File: config.mk
export PLATFORM = sky130hd
export DESIGN_NAME = avo_ta_cfg
export DESIGN_NICKNAME = d
export VERILOG_FILES = /design/src/rtl/avo_ta_pkg.sv /design/src/rtl/avo_ta_cfg.sv
export SDC_FILE = /design/constraint.sdc
export NUM_CORES = 1
export LEC_CHECK = 0
export ABC_AREA = 1
export BUFFER_PORTS_ARGS = -buffer_cell sky130_fd_sc_hd__clkbuf_2
export CAP_MARGIN = 20
export CORE_UTILIZATION = 40
export CTS_BUF_LIST = sky130_fd_sc_hd__clkbuf_4
export CTS_CLUSTER_SIZE = 24
export DETAILED_ROUTE_END_ITERATION = 10
export PLACE_DENSITY = 0.75
export SLEW_MARGIN = 15
export SYNTH_ARGS = -nofsm -noshare
export SYNTH_HDL_FRONTEND = slang
export SYNTH_SLANG_ARGS = --single-unit
File: constraint.sdc
create_clock -name clk -period 3.35 [get_ports clk]
set_input_delay 0.67 -clock clk [delete_from_list [all_inputs] [get_ports clk]]
set_output_delay 0.67 -clock clk [all_outputs]
set_load 0.01 [all_outputs]
File: src/rtl/avo_ta_pkg.sv
// avo_ta_pkg: shared types and constants of the AVO trend attribute block.
// Depends on nothing; the top level, register file, datapath and the sim files use it.
`default_nettype none

package avo_ta_pkg;

  typedef enum logic [1:0] {
    MODE_FLUID = 2'd0,
    MODE_DIST  = 2'd1,
    MODE_SDIST = 2'd2,
    MODE_CLASS = 2'd3
  } mode_t;

  // register indexes on the configuration port
  typedef enum logic [2:0] {
    REG_MODE  = 3'd0,
    REG_TREND = 3'd1,
    REG_SIN   = 3'd2,
    REG_COS   = 3'd3,
    REG_TAN   = 3'd4
  } reg_idx_t;

  // sign classes of an intercept/gradient pair
  typedef enum logic [1:0] {
    CLS_SAME = 2'd0,
    CLS_GPOS = 2'd1,
    CLS_GNEG = 2'd2
  } cls_t;

  typedef struct packed {
    mode_t              mode;
    logic signed [31:0] trend_intercept;
    logic signed [17:0] sin_angle;
    logic signed [17:0] cos_angle;
    logic signed [31:0] tan_angle;
  } cfg_t;

  localparam logic signed [17:0] COS_RESET = 18'sd65536;
  localparam logic signed [31:0] HALF_Q16  = 32'sd32768;
  localparam logic signed [31:0] Q_MAX     = 32'sh7FFF_FFFF;
  localparam logic signed [31:0] Q_MIN     = 32'sh8000_0000;

  // class codes in Q16.16
  localparam logic signed [31:0] CODE_P1 = 32'sd65536;
  localparam logic signed [31:0] CODE_M1 = -32'sd65536;
  localparam logic signed [31:0] CODE_P3 = 32'sd196608;
  localparam logic signed [31:0] CODE_M3 = -32'sd196608;
  localparam logic signed [31:0] CODE_P4 = 32'sd262144;
  localparam logic signed [31:0] CODE_M4 = -32'sd262144;

endpackage

`default_nettype wire

File: src/rtl/avo_ta_cfg.sv
// avo_ta_cfg: APB register file holding mode and trend line coefficients.
// Depends on avo_ta_pkg.
`default_nettype none

module avo_ta_cfg (
  input  wire logic               clk,
  input  wire logic               rst,
  input  wire logic               psel,
  input  wire logic               penable,
  input  wire logic               pwrite,
  input  wire logic [4:0]         paddr,
  input  wire logic [31:0]        pwdata,
  output logic      [31:0]        prdata,
  output logic                    pready,
  output avo_ta_pkg::cfg_t        cfg
);

  avo_ta_pkg::reg_idx_t idx;
  logic                 wr;

  assign pready = 1'b1;
  assign idx    = avo_ta_pkg::reg_idx_t'(paddr[4:2]);
  assign wr     = psel && penable && pwrite;

  always_ff @(posedge clk) begin
    if (rst) begin
      cfg.mode            <= avo_ta_pkg::MODE_FLUID;
      cfg.trend_intercept <= '0;
      cfg.sin_angle       <= '0;
      cfg.cos_angle       <= avo_ta_pkg::COS_RESET;
      cfg.tan_angle       <= '0;
    end else if (wr) begin
      unique case (idx)
        avo_ta_pkg::REG_MODE:  cfg.mode            <= avo_ta_pkg::mode_t'(pwdata[1:0]);
        avo_ta_pkg::REG_TREND: cfg.trend_intercept <= pwdata;
        avo_ta_pkg::REG_SIN:   cfg.sin_angle       <= pwdata[17:0];
        avo_ta_pkg::REG_COS:   cfg.cos_angle       <= pwdata[17:0];
        avo_ta_pkg::REG_TAN:   cfg.tan_angle       <= pwdata;
        default: ; // drop writes beyond the register list
      endcase
    end
  end

  always_comb begin
    unique case (idx)
      avo_ta_pkg::REG_MODE:  prdata = {30'd0, cfg.mode};
      avo_ta_pkg::REG_TREND: prdata = cfg.trend_intercept;
      avo_ta_pkg::REG_SIN:   prdata = 32'(cfg.sin_angle);
      avo_ta_pkg::REG_COS:   prdata = 32'(cfg.cos_angle);
      avo_ta_pkg::REG_TAN:   prdata = cfg.tan_angle;
      default:               prdata = '0;
    endcase
  end

endmodule

`default_nettype wire

* After elaboration in Yosys (flattened, before gate mapping)
Cells that the tools add are included.
Word-level totals: output and inout port bits 135, logic and storage cells 18, bits of input ports 42, flip-flop bits (word level) 102
Operators by class: reductions and logical operators 8, equal/unequal tests 4, mux-type cells 1
Operator list (number):
- 32-bit one-hot mux with 5 select lines | 1
- 2-bit AND reduction | 5
- 3-bit by 2-bit == test with 1-bit output (second input constant) | 2
- 3-bit by 1-bit == test with 1-bit output (second input constant) | 1
- 3-bit == test (second input constant) | 1
- 3-bit zero test | 1
- 1-bit logical AND | 2

* Longest topological paths before layout
word-level depth 3, gate-level depth with buffers 9, depth with buffers taken out 7

* Worst setup path before layout
Ideal clock, no wire load.
path type input to output, start input paddr[2], end output prdata[12], data required time 2.680 ns, stages 9, buffers on the path 2, arrival 1.520 ns, slack 1.160 ns, path through buf_4 -> inv_2 -> nand2_2 -> nor2_8 -> buf_2 -> nand2_1 -> nand2_1 -> inv_1 -> nand2_1
On the way: word-level cells in the longest chain between the ends 2, elaborated cells on any way between the ends 6, those cells by class eq/ne (4); mux (1); reduce/logical (1)
Ends and longest elaborated chain:
- from (decl) | RTL line avo_ta_cfg.sv:11 | input wire logic [4:0] paddr,
- 3-bit == test (tied with other cells) | RTL line avo_ta_cfg.sv:45 | unique case (idx)
- 32-bit one-hot mux with 5 select lines * | RTL line avo_ta_cfg.sv:45
- to (decl) | RTL line avo_ta_cfg.sv:13 | output logic [31:0] prdata,
Mark *: on every way between the ends. The rest lies on a longest branch, timed or not.

* Worst setup path after layout
start input paddr[4], end output prdata[12]
Same word-level chain as after synthesis.

==> impl_metrics.csv <==
group,metric,value,unit
critical_path,r2r-end,"cfg[48]",
floorplan,dieArea,0.01322,sq mm
routing,route.met2.wl,6.655,mm
routing,vias,5253,
floorplan,initial_utilization,41.82,%
clock_network,cts_tree,"built",
cells_and_area,design_area,0.006143,sq mm
grt,grt_max_degree,68,
routing,drt_wl_total,14.04,mm
critical_path,crit_path_start_kind,"input port",
min_path,hold_path_class,"input port to flop",
critical_path,crit_arrival,2.02,ns
routing,wire_per_inst,12.29,um
sta,timing.final.crit_share,80.36,%
critical_path,rr_startpoint,"cfg[48]",
clock_network,cts_hold_repair.buffers,0,
sta,maxSlewViolCount,0,
cells_and_area,nNetsFinal,1010,
power_and_ir_drop,p_per_area,346.0,mW/mm^2
routing,drtAntennaViolNets,0,
clock_network,clock_latency,0.44,ns
cells_and_area,drive_gt1_share,22.71,%
yosys,ys_seq_area_share,39.98,%
clock_network,clockBufferDepth,2,
clock_network,clock-sinks,102,
grt,grt_pass1_vias,4380,
yosys,syn_inst,823,
routing,detail_route.vias_per_cell,4.600,
floorplan,die_w,115.0,um
sta,rsz0062_at_grt,"no",
sta,finClkSkew,0,ns
critical_path,critPathRequiredTime,2.68,ns
yosys,syn_area_per_cell,6.206,sq um
yosys,yosysWarnings,0,
critical_path,cp_max_fo,27,
clock_network,htreeDepth,3,
place,dp_hpwl,9.381,mm
clock_network,path_clk_slew,0.16,ns
sta,setup_viol,0,
grt,grt_pass1_wl,22.26,mm
routing,drt-initial-drc-count,325,
clock_network,postCtsSetupBuffers,0,
sta,setup_tns,0,ns
critical_path,r2r_cells,2,
critical_path,crit_path_end_kind,"output port",
grt,antenna_found_initial,1,
place,port_buffers,173,
yosys,synthDistinctLibCells,20,
routing,wl_met1,6.562,mm
outcome,outcome,"finished clean",
sta,relSlewSlack,42.47,%
routing,highest_layer,"met4",
place,placed_area,0.006000,sq mm
clock_network,numCtsBuffers,9,
sta,fmax,371.4,MHz
power_and_ir_drop,ir_drop,0.0001830,V
grt,grt_overflow,0,
floorplan,core_area,0.01221,sq mm
routing,route.met3.wl,681,um
job,drv_cap,0,
routing,dr.pass1.iters,5,
place,routabilityCongestion,0.8139,
power_and_ir_drop,p_leak,0.003185,uW
floorplan,pin_count,177,
critical_path,reg2reg_slack,2.70,ns
sta,period_needed,2.692,ns
clock_network,cts-root-buf,"clkbuf_4",
grt,grt_usage,21.50,%
clock_network,post_cts_resize_count,0,
yosys,syn_nets,865,
cells_and_area,largest_register,"cfg",
sta,worst-slew-pin-transition,0.8609,ns
floorplan,die_y,115.0,um
yosys,syn-cell-area,0.005107,sq mm
critical_path,path_class,"input port to output port",
routing,route.detailed.drc,0,
cells_and_area,syn_to_final_growth,20.28,%
critical_path,crit_end,"prdata[12]",
yosys,ys_ff_latch,102,
cells_and_area,largest_reg_flops,102,
sta,finalHoldViolations,0,
cells_and_area,top_regs,"cfg x102",
critical_path,startpoint,"paddr[4]",
floorplan,num_rows,40,
area by class of cell:
type | count | area, sq um
diodes | 1 | 2.502
clock buffers | 11 | 82.58
clock inverters | 5 | 58.81
fillers | 1342 | 6068
inverters | 72 | 270.3
multi-input cells | 598 | 2496
flip-flops and latches | 102 | 2042
well taps | 168 | 210.2
repair buffers | 185 | 980.9
report_power, final:
group	internal, uW	switching (uW)	total (uW)
Sequential	1230	12.6	1240
Combinational	75.1	151	227
Clock	246	411	657
Total	1550	575	2130
synthesized netlist by cell type:
| library cell | count | share of area, % |
|---|---|---|
| o21ai_0 | 1 | 0.098 |
| buf_4 | 13 | 1.9 |
| nor2_4 | 7 | 1.5 |
| nor2_8 | 1 | 0.39 |
| nand2_1 | 266 | 20 |
| nand4_1 | 3 | 0.37 |
| nand3_4 | 1 | 0.34 |
| nor2_2 | 1 | 0.12 |
| clkbuf_1 | 3 | 0.22 |
| buf_1 | 9 | 0.66 |
| inv_1 | 68 | 5.0 |
| nand3_2 | 3 | 0.59 |
| inv_2 | 4 | 0.29 |
| buf_2 | 21 | 2.1 |
| nor2_1 | 209 | 15 |
| buf_6 | 5 | 1.1 |
| nand3_1 | 103 | 10 |
| dfxtp_1 | 102 | 40 |
| nand2_2 | 2 | 0.24 |
| conb_1 | 1 | 0.073 |
worst min-delay path by stage:
stage	startpoint	to	cells past startpoint
2_1_floorplan	cfg[48]	cfg[48]	2
3_3_place_gp	cfg[32]	cfg[32]	2
3_5_place_dp	cfg[15]	cfg[15]	2
4_1_cts	pwdata[16]	cfg[48]	3
5_1_grt	pwdata[16]	cfg[48]	3
6_report	pwdata[16]	cfg[48]	3
stage by stage:
stage | util (%) | setup WS, ns | hold slack [ns] | total power [uW] | instances
2_1_floorplan | - | 1.160 | 0.5111 | 1422 | 823
5_1_grt | 50.31 | 0.5200 | 0.4215 | 2247 | 1142
3_3_place_gp | 49.13 | 0.6709 | 0.4876 | 1494 | 1125
6_report | 50.31 | 0.6578 | 0.4548 | 2126 | 1142
3_5_place_dp | 49.13 | 0.6667 | 0.4907 | 1496 | 1125
4_1_cts | 50.29 | 0.6558 | 0.4205 | 2155 | 1141
critical path, stage by stage:
cell      delay [ns]
clkbuf_2        0.12
inv_2           0.24
nand2_1         0.14
nor2_4          0.10
buf_4           0.32
nand2_1         0.09
nand2_1         0.07
inv_1           0.03
nand2_1         0.08
clkbuf_2        0.14
cell usage in the layout, fill, tap and decap left out, types with 2 or more instances in the layout:
master and instances:
clkbuf_4 11, nand3_2 3, nor2_1 209, clkinvlp_4 2, nand2_2 2, clkbuf_2 173, inv_2 5, dfxtp_1 102
nand2_1 266, nand4_1 3, buf_12 2, buf_4 10, inv_1 67, nor2_4 8, nand3_1 103
kinds of logic (layout without fill, tap and decap cells):
| kind of cell | count (synthesis) | in the layout | synth area share, % |
|---|---|---|---|
| buffers and inverters | 123 | 273 | 11.24 |
| flip-flops | 102 | 102 | 39.98 |
| AND/OR/NAND/NOR | 596 | 596 | 48.60 |
| AO/OA/AOI/OAI | 1 | 1 | 0.09790 |
| other | 1 | 2 | 0.07342 |
layer usage:
layer	up-vias	GRT usage, %
li1	2771	-
met1	2319	29.27
met2	150	34.42
met3	13	4.692
met4	0	5.628
met5	-	0
No activity file was read; power rests on OpenSTA's default activity.
